$ cat src/rtl/assert_macros.svh
// assertion macros for the two stack block
// used by the top level; no other dependencies
`ifndef ASSERT_MACROS_SVH
`define ASSERT_MACROS_SVH

`ifndef SYNTHESIS
`define ASSERT_IMPLIES(lbl, clk_s, rstn_s, ante, cons) \
    lbl: assert property (@(posedge clk_s) disable iff (!(rstn_s)) (ante) |-> (cons)) \
        else $error("assertion failed");
`define ASSERT_NEXT(lbl, clk_s, rstn_s, ante, cons) \
    lbl: assert property (@(posedge clk_s) disable iff (!(rstn_s)) (ante) |=> (cons)) \
        else $error("assertion failed");
`else
`define ASSERT_IMPLIES(lbl, clk_s, rstn_s, ante, cons)
`define ASSERT_NEXT(lbl, clk_s, rstn_s, ante, cons)
`endif

`endif

$ cat src/rtl/tsm_pkg.sv
// shared types and codes for the two stack block
// no dependencies
`timescale 1ns / 1ps
`default_nettype none

package tsm_pkg;

    localparam int WORD_W  = 32;
    localparam int COUNT_W = 9;

    typedef logic [2:0]         req_t;
    typedef logic [1:0]         status_t;
    typedef logic [WORD_W-1:0]  word_t;
    typedef logic [COUNT_W-1:0] count_t;

    localparam req_t REQ_PUSH_A = 3'd0;
    localparam req_t REQ_PUSH_B = 3'd1;
    localparam req_t REQ_POP_A  = 3'd2;
    localparam req_t REQ_POP_B  = 3'd3;
    localparam req_t REQ_QUERY  = 3'd4;

    localparam status_t ST_DONE      = 2'd0;
    localparam status_t ST_OVERFLOW  = 2'd1;
    localparam status_t ST_UNDERFLOW = 2'd2;

    localparam word_t EMPTY_TOP = {WORD_W{1'b1}};

    typedef struct packed {
        status_t status;
        word_t   top_a;
        word_t   top_b;
        count_t  count_a;
        count_t  count_b;
    } result_t;

    typedef struct packed {
        logic    load;
        result_t data;
    } rsp_load_t;

endpackage

`default_nettype wire

$ cat src/rtl/tsm_if.sv
// request and response channel interfaces
// depends on tsm_pkg
`timescale 1ns / 1ps
`default_nettype none


interface tsm_rsp_if import tsm_pkg::*; ();
    logic    valid;
    logic    ready;
    status_t status;
    word_t   top_a;
    word_t   top_b;
    count_t  count_a;
    count_t  count_b;

    modport source (output valid, output status, output top_a, output top_b,
                    output count_a, output count_b, input ready);
    modport sink   (input valid, input status, input top_a, input top_b,
                    input count_a, input count_b, output ready);
endinterface

`default_nettype wire

$ cat src/rtl/tsm_out.sv
// response output register
// depends on tsm_pkg and tsm_if
`timescale 1ns / 1ps
`default_nettype none

module tsm_out import tsm_pkg::*; (
    input  wire logic      clk,
    input  wire logic      rst_n,
    input  wire rsp_load_t rsp_load,
    output logic           slot_ready,
    tsm_rsp_if.source      rsp
);

    logic    valid_reg, valid_next;
    result_t data_reg;

    assign slot_ready = !valid_reg || rsp.ready;

    always_comb
    begin
        valid_next = valid_reg;
        if (rsp_load.load)
        begin
            valid_next = 1'b1;
        end
        else if (rsp.ready)
        begin
            valid_next = 1'b0;
        end
    end

    always_ff @(posedge clk or negedge rst_n)
    begin
        if (!rst_n)
        begin
            valid_reg <= 1'b0;
        end
        else
        begin
            valid_reg <= valid_next;
        end
    end

    always_ff @(posedge clk)
    begin
        if (rsp_load.load)
        begin
            data_reg <= rsp_load.data;
        end
    end

    assign rsp.valid   = valid_reg;
    assign rsp.status  = data_reg.status;
    assign rsp.top_a   = data_reg.top_a;
    assign rsp.top_b   = data_reg.top_b;
    assign rsp.count_a = data_reg.count_a;
    assign rsp.count_b = data_reg.count_b;

endmodule

`default_nettype wire

$ cat src/flat_wrapper.sv
// flat-port wrapper written by rule: the top's interface ports become plain ports
module tsm_out_flat import tsm_pkg::*;
  (clk, rst_n, rsp_load, slot_ready, rsp_valid, rsp_status, rsp_top_a, rsp_top_b, rsp_count_a, rsp_count_b, rsp_ready);
  tsm_rsp_if rsp_i ();
  input  wire logic clk;
  input  wire logic rst_n;
  input  wire rsp_load_t rsp_load;
  output logic slot_ready;
  output wire logic [$bits(rsp_i.valid)-1:0] rsp_valid;
  output wire logic [$bits(rsp_i.status)-1:0] rsp_status;
  output wire logic [$bits(rsp_i.top_a)-1:0] rsp_top_a;
  output wire logic [$bits(rsp_i.top_b)-1:0] rsp_top_b;
  output wire logic [$bits(rsp_i.count_a)-1:0] rsp_count_a;
  output wire logic [$bits(rsp_i.count_b)-1:0] rsp_count_b;
  input wire logic [$bits(rsp_i.ready)-1:0] rsp_ready;
  assign rsp_valid = rsp_i.valid;
  assign rsp_status = rsp_i.status;
  assign rsp_top_a = rsp_i.top_a;
  assign rsp_top_b = rsp_i.top_b;
  assign rsp_count_a = rsp_i.count_a;
  assign rsp_count_b = rsp_i.count_b;
  assign rsp_i.ready = rsp_ready;
  tsm_out u_core (.clk(clk), .rst_n(rst_n), .rsp_load(rsp_load), .slot_ready(slot_ready), .rsp(rsp_i));
endmodule
$ cat config.mk
export PLATFORM = sky130hd
export DESIGN_NAME = tsm_out_flat
export DESIGN_NICKNAME = d
export VERILOG_FILES = /design/src/rtl/assert_macros.svh /design/src/rtl/tsm_pkg.sv /design/src/rtl/tsm_if.sv /design/src/rtl/tsm_out.sv /design/src/flat_wrapper.sv
export SDC_FILE = /design/constraint.sdc
export NUM_CORES = 1
export LEC_CHECK = 0
export BUFFER_PORTS_ARGS = -buffer_cell sky130_fd_sc_hd__buf_4
export CAP_MARGIN = 15
export CORE_ASPECT_RATIO = 0.5
export CORE_MARGIN = 5
export CORE_UTILIZATION = 35
export DETAILED_ROUTE_END_ITERATION = 12
export PLACE_DENSITY = 0.69
export SLEW_MARGIN = 20
export SYNTH_ARGS = -nofsm -noshare
export SYNTH_HDL_FRONTEND = slang
export SYNTH_SLANG_ARGS = --single-unit
$ cat constraint.sdc
create_clock -name clk -period 1.9 [get_ports clk]
set_input_delay 0.095 -clock clk [delete_from_list [all_inputs] [get_ports clk]]
set_output_delay 0.095 -clock clk [all_outputs]
set_load 0.02 [all_outputs]
# [After elaboration in Yosys (flattened, before gate mapping)]
# Index checks and enable logic that the tools add are counted.
# Widths: inputs -> output; s select.
[totals] ff_bits=85 inputBits=88 output_inout_bits=86
[op_classes] n_mux=2 n_reduce_logical=3
[ops] operator="$mux 1" count=2
[ops] operator="$reduce_bool 2->1" count=1
[ops] operator="$logic_not 1->1" count=1
[ops] operator="$logic_or 1x1->1" count=1

# [Depth between registers and ports, before layout]
[depth] word_depth=2 depth_mapped=2 ltp_nobuf=2

# [Worst setup path after synthesis]
# No wires, ideal clock.
[synth_timing] kind="reg2reg" from="reg u_core.rsp.valid (netlist name)" to="reg u_core.valid_reg (netlist: u_core.rsp.valid)" setup_time_ps=121 arrival_time_ps=651 slack_ps=1128 stages_incl_launch_ff=3 synth_period_minus_slack_ps=772 cell_sequence="dfrtp_1 -> nand2b_4 -> nand2b_2"
[synth_lines] item="end signal: assignment" line="tsm_out.sv:40" text="valid_reg <= valid_next;"
[synth_lines] item="end: declaration" line="tsm_out.sv:14" text="logic valid_reg, valid_next;"

# [Worst setup path in the final report]
[layout_timing] from="reg u_core.valid_reg (netlist: u_core.rsp.valid)" to="out slot_ready"
[layout_via] elab_chain_cells=2
[layout_lines] item="$logic_not 1->1" line="tsm_out.sv:17" text="assign slot_ready = !valid_reg || rsp.ready;"
[layout_lines] item="$logic_or 1x1->1" line="tsm_out.sv:17"
[layout_lines] item="end: declaration" line="flat_wrapper.sv:8" text="output logic slot_ready;"
# No other way between the ends.

==> run_results.csv <==
group,metric,value,unit
outcome,run_status,"finished clean",
power_and_ir_drop,finalPower,4.74,mW
floorplan,num_rows,22,
synthesis,syn-num-nets,175,
setup_path,worst_setup_path_end_kind,"output pin",
clock_tree,cts_made_buffers,9,
finish,syn_to_final_growth,101,%
grt,grt_use_total,0.177,
placement,finalWeightedCongestion,0.712,
clock_tree,cts_tree,"yes",
floorplan,ios,174,
setup_path,reg2regPathDepth,2,
clock_tree,cts.sinks,85,
floorplan,initial_utilization,0.355,
timing,fin_ws,0.858,ns
synthesis,syn-cell-area,2570,um^2
grt,grt_start_max_net_pins,86,
job,drv_cap,0,
placement,io_buffers,173,
setup_path,path_max_fanout,2,
floorplan,core-area,7240,um^2
timing,rsz0062_at_grt,"no",
synthesis,postSynthAreaPerCell,29.5,um^2
timing,setup_tns,0,ns
timing,worst_pin_slew,0.435,ns
setup_path,crit_arrival,0.95,ns
finish,drive_gt1_frac,0.525,
power_and_ir_drop,ir_drop,0.382,mV
placement,post-place-ws,0.955,ns
setup_path,cp.required,1.80,ns
drt,vias,1922,
timing,slew_headroom,0.710,
hold_path,holdPathEnd,"u_core.rsp.valid",
clock_tree,clk_pin_slew,0.06,ns
timing,slew_violations,0,
setup_path,r2r_end,"u_core.rsp.valid",
drt,routed_wl,8360,um
grt,antenna_found_initial,1,
grt,grt_pass1_vias,2197,
synthesis,synth_seq_cells,85,
setup_path,worstSetupPathType,"reg -> out",
power_and_ir_drop,p_leak,2.17,nW
drt,via_per_inst,4.18,
timing,hold_slack,0.0485,ns
hold_path,hold_path_class,"in -> reg",
clock_tree,insertion_delay,0.32,ns
finish,final_common_cell,"buf_4",
clock_tree,post_cts_buffers,0,
timing,skew,0,ns
drt,wl_per_cell,18.2,um
setup_path,start_kind,"register",
synthesis,synth_cell_types,4,
finish,most-common-layout-cells,"buf_4 (173), dlygate4sd3_1 (85), edfxtp_1 (84), clkbuf_16 (9), clkinvlp_4 (4)",
timing,hold_viol,0,
drt,detail-route-antenna-nets,0,
timing,timing.fmax,960,MHz
drt,drtIter0Drc,139,
floorplan,die_w,131,um
grt,grt_pass1_wl,12400,um
finish,final_nets,445,
setup_path,reg2reg_slack,1.25,ns
timing,setup_viol,0,
synthesis,ys_seq_area_frac,0.991,
timing,fin_crit,1.04,ns
power_and_ir_drop,powerDensity,918,nW/um^2
hold_path,min_delay_path_depth,3,
setup_path,r2r-start,"u_core.rsp.valid",
clock_tree,clk_path_buf_depth,2,
floorplan,die_h,70.6,um
clock_tree,h-tree-depth,3,
hold_path,hold_start,"rsp_ready",
floorplan,die_area,9260,um^2
synthesis,synth.yosys.warnings,0,
finish,stdcell_count,460,
placement,placedCellCount,357,
timing,finalCritPeriodShare,0.548,
synthesis,syn_inst,87,
drt,first_pass_iters,4,
grt,grt_overflow_total,0,
clock_tree,clock-root-buffer,"clkbuf_16",
drt,drcViolationCount,0,
[layer usage]
metal / track usage / up-vias / share of wire
met2: 0.363 / 56 / 0.62
met5: 0 / - / 0
li1: - / 892 / -
met1: 0.167 / 958 / 0.32
met3: 0.0412 / 16 / 0.036
met4: 0.0772 / 0 / 0.027
[final cells by class]
class / instances / area (um^2)
Antenna cell: 2 / 5.00
Fill cell: 461 / 2080
Sequential cell: 85 / 2550
Timing Repair Buffer: 259 / 2170
Tap cell: 96 / 120
Clock buffer: 10 / 229
Clock inverter: 6 / 63.8
Multi-Input combinational cell: 2 / 22.5
[metrics by stage]
step                      utilization  cell area, um^2
final                           0.712             5160
after floorplan                     -             2570
after global routing            0.712             5150
after global placement          0.554             4010
after detailed placement        0.554             4010
after CTS                       0.712             5150
[critical path: stages, from the launching register on]
cell and delay (ns):
dfrtp_1 0.40, nand2b_4 0.09, buf_4 0.14
[how the worst max path moves through the flow]
stage / to / from / depth (start not counted) / slack, ns
after floorplan: u_core.rsp.valid / u_core.rsp.valid / 2 / 1.13
after global placement: u_core.rsp.count_a[3] / rsp_load[84] / 2 / 0.98
after detailed placement: u_core.rsp.count_a[3] / rsp_load[84] / 2 / 0.95
after CTS: slot_ready / u_core.rsp.valid / 2 / 0.85
after global routing: slot_ready / u_core.rsp.valid / 2 / 0.82
final: slot_ready / u_core.rsp.valid / 2 / 0.86
[kinds of logic (layout without fill, tap and decap cells)]
group	count (synthesis)	in the layout	share of synthesized area
DFF	85	85	0.991
and+or+nand+nor	2	2	0.00876
other	0	2	0
buffers and inverters	0	275	0
[power breakdown]
part	internal, mW	total, mW	switching [mW]
clock network	1.01	1.70	0.685
logic	0.404	0.759	0.355
registers	2.23	2.28	0.0505
[Yosys cell counts]
master	n	area (um^2)
nand2b_2	1	8.76
nand2b_4	1	13.8
dfrtp_1	1	25.0
edfxtp_1	84	2520
[timing repair]
item | in CTS | in global routing
hold buffers | 85 | 0
hold endpoints to repair | 85 | 0
gates resized for setup | 0 | 0
No activity file was read; power rests on OpenSTA's default activity.
