[src/rtl/assert_macros.svh]
// assertion macros for the two stack block
// used by the top level; no other dependencies
`ifndef ASSERT_MACROS_SVH
`define ASSERT_MACROS_SVH

`ifndef SYNTHESIS
`define ASSERT_IMPLIES(lbl, clk_s, rstn_s, ante, cons) \
    lbl: assert property (@(posedge clk_s) disable iff (!(rstn_s)) (ante) |-> (cons)) \
        else $error("assertion failed");
`define ASSERT_NEXT(lbl, clk_s, rstn_s, ante, cons) \
    lbl: assert property (@(posedge clk_s) disable iff (!(rstn_s)) (ante) |=> (cons)) \
        else $error("assertion failed");
`else
`define ASSERT_IMPLIES(lbl, clk_s, rstn_s, ante, cons)
`define ASSERT_NEXT(lbl, clk_s, rstn_s, ante, cons)
`endif

`endif

[src/rtl/tsm_pkg.sv]
// shared types and codes for the two stack block
// no dependencies
`timescale 1ns / 1ps
`default_nettype none

package tsm_pkg;

    localparam int WORD_W  = 32;
    localparam int COUNT_W = 9;

    typedef logic [2:0]         req_t;
    typedef logic [1:0]         status_t;
    typedef logic [WORD_W-1:0]  word_t;
    typedef logic [COUNT_W-1:0] count_t;

    localparam req_t REQ_PUSH_A = 3'd0;
    localparam req_t REQ_PUSH_B = 3'd1;
    localparam req_t REQ_POP_A  = 3'd2;
    localparam req_t REQ_POP_B  = 3'd3;
    localparam req_t REQ_QUERY  = 3'd4;

    localparam status_t ST_DONE      = 2'd0;
    localparam status_t ST_OVERFLOW  = 2'd1;
    localparam status_t ST_UNDERFLOW = 2'd2;

    localparam word_t EMPTY_TOP = {WORD_W{1'b1}};

    typedef struct packed {
        status_t status;
        word_t   top_a;
        word_t   top_b;
        count_t  count_a;
        count_t  count_b;
    } result_t;

    typedef struct packed {
        logic    load;
        result_t data;
    } rsp_load_t;

endpackage

`default_nettype wire

[src/rtl/tsm_if.sv]
// request and response channel interfaces
// depends on tsm_pkg
`timescale 1ns / 1ps
`default_nettype none

interface tsm_req_if import tsm_pkg::*; ();
    logic  valid;
    logic  ready;
    req_t  req_type;
    word_t push_value;

    modport source (output valid, output req_type, output push_value, input ready);
    modport sink   (input valid, input req_type, input push_value, output ready);
endinterface


`default_nettype wire

[src/rtl/tsm_ctrl.sv]
// stack pointers, cached top words and word memory access sequencing
// depends on tsm_pkg and tsm_if
`timescale 1ns / 1ps
`default_nettype none

module tsm_ctrl import tsm_pkg::*; #(
    parameter int CAPACITY = 256,
    localparam int DW      = $clog2(CAPACITY + 1),
    localparam int AW      = $clog2(CAPACITY)
) (
    input  wire logic       clk,
    input  wire logic       rst_n,
    tsm_req_if.sink         req,
    input  wire logic       slot_ready,
    output rsp_load_t       rsp_load,
    output logic [DW-1:0]   depth_a,
    output logic [DW-1:0]   depth_b,
    output logic            mem_wr_en,
    output logic [AW-1:0]   mem_wr_addr,
    output word_t           mem_wr_data,
    output logic            mem_rd_en,
    output logic [AW-1:0]   mem_rd_addr,
    input  wire word_t      mem_rd_data
);

    localparam logic S_IDLE  = 1'b0;
    localparam logic S_FETCH = 1'b1;
    localparam logic SEL_A   = 1'b0;
    localparam logic SEL_B   = 1'b1;

    localparam int EW = (DW > COUNT_W) ? DW : COUNT_W;
    localparam logic [DW-1:0] CAP_M1 = DW'(CAPACITY - 1);
    localparam logic [DW:0]   CAP_X  = (DW + 1)'(CAPACITY);

    logic          state_reg, state_next;
    logic          sel_reg, sel_next;
    logic [DW-1:0] da_reg, da_next;
    logic [DW-1:0] db_reg, db_next;
    word_t         ta_reg, ta_next;
    word_t         tb_reg, tb_next;

    logic          accept;
    logic          full;
    logic          load_en;
    status_t       status;
    logic [EW-1:0] ca_ext;
    logic [EW-1:0] cb_ext;
    word_t         top_a_out;
    word_t         top_b_out;

    assign req.ready = (state_reg == S_IDLE) && slot_ready;
    assign accept    = req.valid && req.ready;
    assign full      = ({1'b0, da_reg} + {1'b0, db_reg}) >= CAP_X;

    always_comb
    begin
        state_next  = state_reg;
        sel_next    = sel_reg;
        da_next     = da_reg;
        db_next     = db_reg;
        ta_next     = ta_reg;
        tb_next     = tb_reg;
        status      = ST_DONE;
        load_en     = 1'b0;
        mem_wr_en   = 1'b0;
        mem_wr_addr = '0;
        mem_wr_data = req.push_value;
        mem_rd_en   = 1'b0;
        mem_rd_addr = '0;

        if (state_reg == S_FETCH)
        begin
            if (sel_reg == SEL_A)
            begin
                ta_next = mem_rd_data;
            end
            else
            begin
                tb_next = mem_rd_data;
            end
            state_next = S_IDLE;
            load_en    = 1'b1;
        end
        else if (accept)
        begin
            load_en = 1'b1;
            unique case (req.req_type)
                REQ_PUSH_A:
                begin
                    if (full)
                    begin
                        status = ST_OVERFLOW;
                    end
                    else
                    begin
                        mem_wr_en   = 1'b1;
                        mem_wr_addr = AW'(da_reg);
                        da_next     = da_reg + DW'(1);
                        ta_next     = req.push_value;
                    end
                end
                REQ_PUSH_B:
                begin
                    if (full)
                    begin
                        status = ST_OVERFLOW;
                    end
                    else
                    begin
                        mem_wr_en   = 1'b1;
                        mem_wr_addr = AW'(CAP_M1 - db_reg);
                        db_next     = db_reg + DW'(1);
                        tb_next     = req.push_value;
                    end
                end
                REQ_POP_A:
                begin
                    if (da_reg == '0)
                    begin
                        status = ST_UNDERFLOW;
                    end
                    else
                    begin
                        da_next = da_reg - DW'(1);
                        if (da_reg > DW'(1))
                        begin
                            mem_rd_en   = 1'b1;
                            mem_rd_addr = AW'(da_reg - DW'(2));
                            sel_next    = SEL_A;
                            state_next  = S_FETCH;
                            load_en     = 1'b0;
                        end
                    end
                end
                REQ_POP_B:
                begin
                    if (db_reg == '0)
                    begin
                        status = ST_UNDERFLOW;
                    end
                    else
                    begin
                        db_next = db_reg - DW'(1);
                        if (db_reg > DW'(1))
                        begin
                            mem_rd_en   = 1'b1;
                            mem_rd_addr = AW'(CAP_M1 - (db_reg - DW'(2)));
                            sel_next    = SEL_B;
                            state_next  = S_FETCH;
                            load_en     = 1'b0;
                        end
                    end
                end
                default:
                begin
                    status = ST_DONE;
                end
            endcase
        end
    end

    assign ca_ext    = EW'(da_next);
    assign cb_ext    = EW'(db_next);
    assign top_a_out = (da_next == '0) ? EMPTY_TOP : ta_next;
    assign top_b_out = (db_next == '0) ? EMPTY_TOP : tb_next;

    assign rsp_load = {load_en, status, top_a_out, top_b_out,
                       ca_ext[COUNT_W-1:0], cb_ext[COUNT_W-1:0]};

    always_ff @(posedge clk or negedge rst_n)
    begin
        if (!rst_n)
        begin
            state_reg <= S_IDLE;
            sel_reg   <= SEL_A;
            da_reg    <= '0;
            db_reg    <= '0;
        end
        else
        begin
            state_reg <= state_next;
            sel_reg   <= sel_next;
            da_reg    <= da_next;
            db_reg    <= db_next;
        end
    end

    always_ff @(posedge clk)
    begin
        ta_reg <= ta_next;
        tb_reg <= tb_next;
    end

    assign depth_a = da_reg;
    assign depth_b = db_reg;

endmodule

`default_nettype wire

[src/flat_wrapper.sv]
// flat-port wrapper written by rule: the top's interface ports become plain ports
module tsm_ctrl_flat import tsm_pkg::*;
#(
    parameter int CAPACITY = 256,
    localparam int DW      = $clog2(CAPACITY + 1),
    localparam int AW      = $clog2(CAPACITY)
)
  (clk, rst_n, slot_ready, rsp_load, depth_a, depth_b, mem_wr_en, mem_wr_addr, mem_wr_data, mem_rd_en, mem_rd_addr, mem_rd_data, req_valid, req_req_type, req_push_value, req_ready);
  tsm_req_if req_i ();
  input  wire logic clk;
  input  wire logic rst_n;
  input  wire logic slot_ready;
  output rsp_load_t rsp_load;
  output logic [DW-1:0] depth_a;
  output logic [DW-1:0] depth_b;
  output logic mem_wr_en;
  output logic [AW-1:0] mem_wr_addr;
  output word_t mem_wr_data;
  output logic mem_rd_en;
  output logic [AW-1:0] mem_rd_addr;
  input  wire word_t mem_rd_data;
  input wire logic [$bits(req_i.valid)-1:0] req_valid;
  input wire logic [$bits(req_i.req_type)-1:0] req_req_type;
  input wire logic [$bits(req_i.push_value)-1:0] req_push_value;
  output wire logic [$bits(req_i.ready)-1:0] req_ready;
  assign req_i.valid = req_valid;
  assign req_i.req_type = req_req_type;
  assign req_i.push_value = req_push_value;
  assign req_ready = req_i.ready;
  tsm_ctrl #(.CAPACITY(CAPACITY)) u_core (.clk(clk), .rst_n(rst_n), .req(req_i), .slot_ready(slot_ready), .rsp_load(rsp_load), .depth_a(depth_a), .depth_b(depth_b), .mem_wr_en(mem_wr_en), .mem_wr_addr(mem_wr_addr), .mem_wr_data(mem_wr_data), .mem_rd_en(mem_rd_en), .mem_rd_addr(mem_rd_addr), .mem_rd_data(mem_rd_data));
endmodule
[config.mk]
export PLATFORM = sky130hd
export DESIGN_NAME = tsm_ctrl_flat
export DESIGN_NICKNAME = d
export VERILOG_FILES = /design/src/rtl/assert_macros.svh /design/src/rtl/tsm_pkg.sv /design/src/rtl/tsm_if.sv /design/src/rtl/tsm_ctrl.sv /design/src/flat_wrapper.sv
export SDC_FILE = /design/constraint.sdc
export NUM_CORES = 1
export LEC_CHECK = 0
export BUFFER_PORTS_ARGS = -buffer_cell sky130_fd_sc_hd__clkbuf_2
export CORE_MARGIN = 2
export CORE_UTILIZATION = 52
export DETAILED_ROUTE_END_ITERATION = 8
export PLACE_DENSITY = 0.81
export SYNTH_ARGS = -nofsm -noshare
export SYNTH_HDL_FRONTEND = slang
export SYNTH_SLANG_ARGS = --single-unit
[constraint.sdc]
create_clock -name clk -period 5.3 [get_ports clk]
set_input_delay 1.06 -clock clk [delete_from_list [all_inputs] [get_ports clk]]
set_output_delay 1.06 -clock clk [all_outputs]
set_load 0.1 [all_outputs]
; ---- Word level (Yosys, flattened, before mapping)
; Cells that the tools add are included.
[word_totals]
out_inout_bits = 154
input_bits = 71
ff_bits = 84
[op_classes]
muxes = 63
n_eq_ne = 7
addsub = 9
n_bitwise = 1
n_reduce_logical = 10
magnitude_cmp = 3
[op_table]
columns = operator, n
row1 = 32-bit 2-to-1 mux, 12
row2 = 8-bit 2-to-1 mux, 10
row3 = 9-bit 2-to-1 mux, 8
row4 = 9-bit logical NOT, 4
row5 = 9-bit case mux with 2 select lines, 2
row6 = 8-bit case mux with 2 select lines, 2
row7 = 1-bit 2-to-1 mux, 21
row8 = "9-bit by 1-bit adder with 9-bit output, second input constant", 2
row9 = "9-bit by 1-bit greater-than comparator with 1-bit output, second input constant", 2
row10 = "9-bit by 1-bit subtractor with 9-bit output, second input constant", 2
row11 = "8-bit by 2-bit subtractor with 8-bit output, second input constant", 2
row12 = "8-bit subtractor, first input constant", 2
row13 = 9-bit by 9-bit adder with 10-bit output, 1
row14 = "10-bit by 9-bit greater-or-equal comparator with 1-bit output, second input constant", 1
row15 = 2-bit 2-to-1 mux, 4
row16 = 7-bit AND reduction, 1
row17 = "3-bit by 2-bit == test with 1-bit output, second input constant", 2
row18 = 1-bit case mux with 2 select lines, 3
row19 = 2-bit case mux with 3 select lines, 1
row20 = "2-bit by 1-bit inequality test with 1-bit output, second input constant", 2
row21 = "2-bit inequality test, second input constant", 2
row22 = "3-bit by 1-bit == test with 1-bit output, second input constant", 1
row23 = 3-bit logical NOT, 1
row24 = 1-bit logical AND, 2
row25 = other kinds (3), 3

; ---- Depth between registers and ports, before layout
; Gate-level depths: netlist of the first run.
[logic_depth]
word_depth = 8
ltp_mapped = 13
mapped_depth_nobuf = 11

; ---- Worst setup path before layout of the first run
; Ideal clock, no wire load.
[synth_path]
path_type = register -> output
from = reg u_core.db_reg[2], in the netlist u_core.depth_b[2]
to = out rsp_load[61] (netlist name)
required_time_ns = 4.240
n_path_buf = 2
t_arrival_ns = 6.295
stages_incl_launch_ff = 14
setup_slack_ns = -2.055
cell_sequence = dfrtp_1 ha_1 o21a_1 o21ai_0 o21ai_0 inv_1 ha_1 a32oi_1 o21ai_0 a21oi_1 or4b_1 clkbuf_1 clkbuf_1 o21bai_1
[synth_lines]
columns = element, line
row1 = "start, declared", tsm_ctrl.sv:38  ; logic [DW-1:0] db_reg, db_next;
row2 = "start signal, assigned", tsm_ctrl.sv:184  ; db_reg <= db_next;
row3 = "end, declared", flat_wrapper.sv:13  ; output rsp_load_t rsp_load;

==> summary.md, run 1 <==
| Metric | Value |
|---|---|
| Drt drc | 0 |
| Clock Root Buffer | clkbuf_16 |
| Fin. Hold Viols | 0 |
| Critical path's top delay family | compound AO/OA/AOI/OAI gates |
| Slew of the pin with the lowest slew margin | about 960 ps |
| First-pass GRT wire length | between 40000 and 50000 µm |
| Area Overhead vs Synth | 48.0% |
| Initial antenna violation count | 0 |
| Initial drt markers | between 600 and 700 |
| Total track usage | 0.364 |
| Die ar. | 0.0144 mm² |
| WL per Instance | around 23 µm |
| Setup-failing EPs final | 0 |
| Max Clk Rate | just under 200 MHz |
| Post-route cell area | 0.0103 mm² |
| Slowest stage cell on the critical path | or4b_4 |
| Setup CP Type | reg2out |
| Unrepaired setup endpoints after global routing | false |
| Min-delay worst type | reg2reg |
| Max clock buf depth | 2 |
| Worst Path Required | around 4200 ps |
| Final min period | 5130 ps |
| Cell variety after synth | 70 |
| Cts hold-fix bufs | 0 |
| Syn Inst Count | ~760 |
| Synthesized net count | 850 |
| Setup Skew | about 12 ps |
| Post-DP HPWL | around 20000 µm |
| Cts bufs inserted | 9 |
| Layout net count | about 1100 |
| Ys async rst share | 0.238 |
| Vias | 7113 |
| Worst path max stage delay | around 610 ps |
| Die height | about 120 µm |
| Relative slew margins | 0.361 |
| Post-synthesis sequential area ratio | 0.255 |
| # Max-Cap Violations | 0 |
| Clock Sink Count | 84 |
| Core region area | ~0.013 mm² |
| Placement-stage cell area | 0.0100 mm² |
| First-pass DRT Iterations | 8 |
| DRT antenna net count | 0 |
| Syn Area/Cell | 9.25 µm² |
| Most used DFF post-synth | dfxtp_1 |
| Ports | approximately 230 |
| Antenna diodes | 0 |
| Layout cells sized above 1 | 0.424 |
| Worst Path Buf+Inv | 3 |
| CTS tree | yes |
| Total gr overflow | 0 |
| WL final | 26200 µm |
| Worst path arrival time | roughly 4100 ps |
| CP Capture Type | output pin |
| Final Wtd Congestion | 1.03 |
| Starting Density | 0.530 |
| Outcome | finished clean |
| Row Count | 42 |
| Clock slew at reported path FFs | roughly 60 ps |
| Die Width | 120 µm |
| Vias/cell | roughly 6.2 |
| CP max FO | 11 |
| Slew Viols, Final | 0 |
| Mapped cell area | between 0.006 and 0.007 mm² |
| Worst skew pair latency | 350 ps |
| H-tree Lvls | 3 |
| Final Cycle Share | 0.967 |
| PortBufs | between 200 and 250 |
| #FFs+latches synth | between 80 and 90 |
| Largest net degree at the start of global routing | 56 |
| EDFF count, synth | 0 |
| Startpoint types | register |
| Number of synthesis warnings | 0 |
| Vias in the first global route | about 7400 |
| Crit-path cells | ha_1, a211oi_2, o21a_1, o21ai_1, inv_2, ha_1, a32oi_1, o21ai_4, a21oi_1, or4b_4, buf_12, o21bai_4, buf_12 |
## final timing paths
| check | startpoint | endpoint | slack (ps) | cells after the start |
|---|---|---|---|---|
| worst max-delay path | u_core.depth_a[5] | rsp_load[59] | 170 | 13 |
| worst min-delay path | u_core.tb_reg[10] | u_core.tb_reg[10] | 580 | 2 |
| worst max register to register | u_core.depth_a[1] | u_core.sel_reg | 2040 | 11 |
| worst min register to register | u_core.tb_reg[10] | u_core.tb_reg[10] | 580 | 2 |
| max in group asynchronous | rst_n | u_core.depth_b[8] | 4100 | 1 |
| min in group asynchronous | rst_n | u_core.depth_a[8] | 720 | 1 |
## through the flow
stage                     setup slack, ps  hold slack [ps]  utilization  std cells  setup TNS, ps
after global routing                 6.22              611        0.784       1140              0
after detailed placement              420              570        0.759       1121              0
after floorplan                     -63.9              526            -        755           -128
after global placement                489              551        0.759       1121              0
final                                 174              584        0.784       1140              0
after CTS                            31.2              584        0.782       1137              0
## cell usage after synthesis, drive strengths merged, types with 3 or more instances
master / instances / area share
mux2i: 193 / 0.28
ha: 24 / 0.043
or3: 4 / 0.0036
and2: 5 / 0.0045
a31oi: 5 / 0.0045
xnor2: 12 / 0.015
a22oi: 6 / 0.0064
clkbuf: 30 / 0.016
and3: 4 / 0.0036
buf: 58 / 0.060
or4: 3 / 0.0032
nand2: 27 / 0.015
xor2: 3 / 0.0038
dfrtp: 20 / 0.072
a21oi: 26 / 0.019
a32oi: 3 / 0.0038
inv: 19 / 0.010
nand4: 6 / 0.0054
nor4: 3 / 0.0027
a211oi: 9 / 0.010
o211ai: 5 / 0.0061
a311oi: 3 / 0.0038
or4b: 3 / 0.0043
nor2: 48 / 0.026
nand3: 15 / 0.011
o41ai: 4 / 0.0050
dfxtp: 64 / 0.18
o21a: 4 / 0.0043
nor3: 18 / 0.013
o21ai: 17 / 0.013
a21o: 3 / 0.0032
o21bai: 65 / 0.091
a2111oi: 5 / 0.0090
o2111ai: 7 / 0.0088
## worst min-delay path: cells and delay by family (launching register included)
kind	cells	cell delay, ps
DFF	1	310
muxes	2	210
## routing by layer
layer | track usage | vias to the layer above | routed length, µm
met2 | 0.623 | 435 | 13100
met5 | 0 | - | 0
met3 | 0.0889 | 115 | 2220
met4 | 0.164 | 0 | 1200
li1 | - | 3182 | -
met1 | 0.428 | 3381 | 9740
## repair_timing
item	in CTS	in global routing
buffers inserted	0	3
endpoints found under the setup margin	0	63
gates resized for setup	0	4
## cell families after synthesis
family,Yosys count,share of synthesized area
compound gates,176,0.205
xor+xnor,15,0.0188
fa+ha+maj,24,0.0430
buf+inv,108,0.0872
flops,84,0.255
mux,195,0.280
simple gates,153,0.111
## cell usage in the layout (no fill, tap or decap), drive strengths merged, types with 4 or more instances in the layout
cell,Yosys,final
and2,5,5
nor3,18,18
o21ai,17,17
and3,4,4
or3,4,4
buf,58,121
a2111oi,5,5
dfrtp,20,20
o211ai,5,5
dfxtp,64,64
a31oi,5,5
nand2,27,27
inv,19,23
ha,24,24
nand4,6,6
o21bai,65,65
o41ai,4,4
nand3,15,15
mux2i,193,193
clkbuf,30,171
o2111ai,7,7
xnor2,12,12
a22oi,6,6
o21a,4,4
nor2,48,48
a21oi,26,26
a211oi,9,9
## area by class of cell
cell class / count / area, µm²
fillers: 883 / 2850
multi-input cells: 563 / 5310
inverters: 20 / 75.1
well taps: 176 / 220
flip-flops and latches: 84 / 1820
repair buffers: 281 / 2610
clock inverters: 5 / 65.1
clock buffers: 11 / 243
Power of run 1 is not shown: default switching activity piles up to over one toggle a cycle in this logic, so the estimate is an artifact.
==> run 2, diff against run 1 <==
- GPL_TIMING_DRIVEN: unset -> 0
==> run 2 against run 1 <==
Largest cell class unchanged; routed wire length shrank 1.7%; critical endpoint is now rsp_load[34]; worst setup slack got worse by 99 ps; non-clock buffer count grew 29; core utilization down 3.7 points; critical path type unchanged; flip-flop and latch count unchanged.
==> summary.md, run 2 (synthesis gave the netlist of run 1 again) <==
| Metric | Value |
|---|---|
| Outcome | finished clean |
| WL per Instance | 22.1 µm (-4.0%) |
| Max Clk Rate | 191 MHz (-1.9%) |
| Clock Sink Count | 84 (unchanged) |
| Final Non-Filler Cells | 1168 (+2.5%) |
| Reg2reg setup slack | 1900 ps (-140 ps) |
| Clock Root Buffer | clkbuf_16 |
| Core region area | 0.0132 mm² (unchanged) |
| DRT antenna net count | 0 (unchanged) |
| Total gr overflow | 0 (unchanged) |
| Storage cell area | 0.00181 mm² (-0.41%) |
| Final min period | 5220 ps (+98.8 ps) |
| CP Depth | 12 (-1) |
| Initial antenna violation count | 0 (unchanged) |
| Setup CP Type | reg2out |
| CTS tree | yes |
| Ports | 225 (unchanged) |
| Worst setup path startpoint | u_core.depth_a[5] |
| Antenna diodes | 0 (unchanged) |
| Worst path arrival time | 4160 ps (+90 ps) |
| Worst Path Buf+Inv | 4 (+1) |
| WL final | 25800 µm (-1.7%) |
| Final Cycle Share | 0.986 (+0.0186) |
| Die height | 120 µm (unchanged) |
| CP most frequent cell | buf_6 |
| Die ar. | 0.0144 mm² (unchanged) |
| Largest net degree at the start of global routing | 21 (-63%) |
| Fin util | 0.747 (-0.0374) |
| Fin. Hold Viols | 0 (unchanged) |
| # Max-Cap Violations | 0 (unchanged) |
| Vias in the first global route | 7108 (-3.5%) |
| Setup Skew | 9.84 ps (-1.79 ps) |
| Initial drt markers | 668 (-3.5%) |
| Total track usage | 0.349 (-0.0148) |
| Relative slew margins | 0.287 (-0.0744) |
| CP max FO | 10 (-1) |
| Final Wtd Congestion | 1.01 (-1.9%) |
| Slew Viols, Final | 0 (unchanged) |
| Clock slew at reported path FFs | 60 ps (about the same) |
| Cts bufs inserted | 9 (unchanged) |
| Row Count | 42 (unchanged) |
| Layout net count | 1083 (+2.8%) |
| Worst skew pair latency | 360 ps (about the same) |
| Vias/cell | 6.09 (-2.4%) |
| First-pass DRT Iterations | 5 (-3) |
| H-tree Lvls | 3 (unchanged) |
| Worst Path Required | 4240 ps (about the same) |
| Post-DP HPWL | 18300 µm (-7.2%) |
| Vias | 7113 (unchanged) |
| Filler instances | 942 (+6.7%) |
| Slowest stage cell on the critical path | a2111oi_0 |
| R2r worst-path depth | 8 (-3) |
| Multi-input logic area | 0.00537 mm² (+1.1%) |
| Crit-path cells | ha_1, and4_1, o21a_1, clkbuf_1, a2111oi_0, o211ai_2, xnor2_2, or3_1, buf_6, buf_6, o21bai_4, clkbuf_4 |
| Slew of the pin with the lowest slew margin | 1060 ps (+103 ps) |
| Critical path's top delay family | compound AO/OA/AOI/OAI gates |
| Setup crit end | rsp_load[34] |
| RR Endpoint | u_core.ta_reg[26] |
| Drt drc | 0 (unchanged) |
| CP Capture Type | output pin |
| Cts hold-fix bufs | 0 (unchanged) |
| PortBufs | 222 (-0.89%) |
| Min-delay worst type | reg2reg |
| Area Overhead vs Synth | 41.0% |
| Starting Density | 0.530 (unchanged) |
| Dpl cells | 1153 (+2.9%) |
| FF-to-FF Start | u_core.depth_a[5] |
| Layout cells sized above 1 | 0.425 (+0.00113) |
| Most common cell after layout, fill and taps aside | mux2i_1 |
| Setup-failing EPs final | 0 (unchanged) |
| Startpoint types | register |
| Most frequent cells in the layout | 193 x mux2i_1, 164 x clkbuf_2, 64 x dfxtp_1, 61 x o21bai_4, 47 x nor2_1 |
| First-pass GRT wire length | 39300 µm (-3.5%) |
| Max clock buf depth | 2 (unchanged) |
| Die Width | 120 µm (unchanged) |
| Worst path max stage delay | 720 ps (+110 ps) |
run 2: changes by cell type in the layout (fill, tap and decap cells not counted), sizes merged:
| cell | before | now |
|---|---|---|
| buf | 121 | 60 |
| bufinv | 1 | 3 |
| clkbuf | 171 | 260 |
| clkinvlp | 0 | 2 |
| inv | 23 | 19 |
run 2: metal layers:
| metal | global-route usage | routed length [µm] |
|---|---|---|
| met1 | 0.438 | 10500 |
| met2 | 0.586 | 12600 |
| met3 | 0.0670 | 1870 |
| met4 | 0.141 | 844 |
| met5 | 0 | 0 |
run 2: tightest hold or removal path, delay by kind of cell, from the launching register on:
| family | cells | cell delay, ps |
|---|---|---|
| mux | 2 | 210 |
| flops | 1 | 310 |
run 2: stage by stage:
step	instance area [µm²]	hold slack [ps]	setup TNS (ps)	setup slack (ps)
after floorplan	7700	526	-128	-63.9
after global placement	9030	549	-22840	-605
after detailed placement	9030	567	-19680	-508
after CTS	9770	579	0	78.3
after global routing	9850	590	-34.4	-11.9
final	9850	579	0	75.5
run 2: cell type report:
| class | instances | share of cell area |
|---|---|---|
| well taps | 176 | 0.0224 |
| flip-flops and latches | 84 | 0.184 |
| plain buffers | 87 | 0.0574 |
| clock buffers | 10 | 0.0243 |
| clock inverters | 5 | 0.0109 |
| repair buffers | 223 | 0.148 |
| inverters | 20 | 0.00838 |
| multi-input cells | 563 | 0.545 |
run 2: how the worst min path moves through the flow:
stage	end	startpoint	slack (ps)	cells past startpoint
floorplan	u_core.ta_reg[31]	u_core.ta_reg[31]	530	2
global placement	u_core.tb_reg[0]	u_core.tb_reg[0]	550	2
detailed placement	u_core.tb_reg[31]	u_core.tb_reg[31]	570	2
CTS	u_core.tb_reg[0]	u_core.tb_reg[0]	580	2
global route	u_core.ta_reg[12]	u_core.ta_reg[12]	590	2
finish	u_core.tb_reg[28]	u_core.tb_reg[28]	580	2
run 2: repair_timing:
item                       4_1_cts  5_1_grt
resized for setup              103       19
pin swaps                        1        1
setup endpoints to repair       64       64
gates cloned                     0        0
buffers inserted                 1        0
Power of run 2 is left out for the same reason.
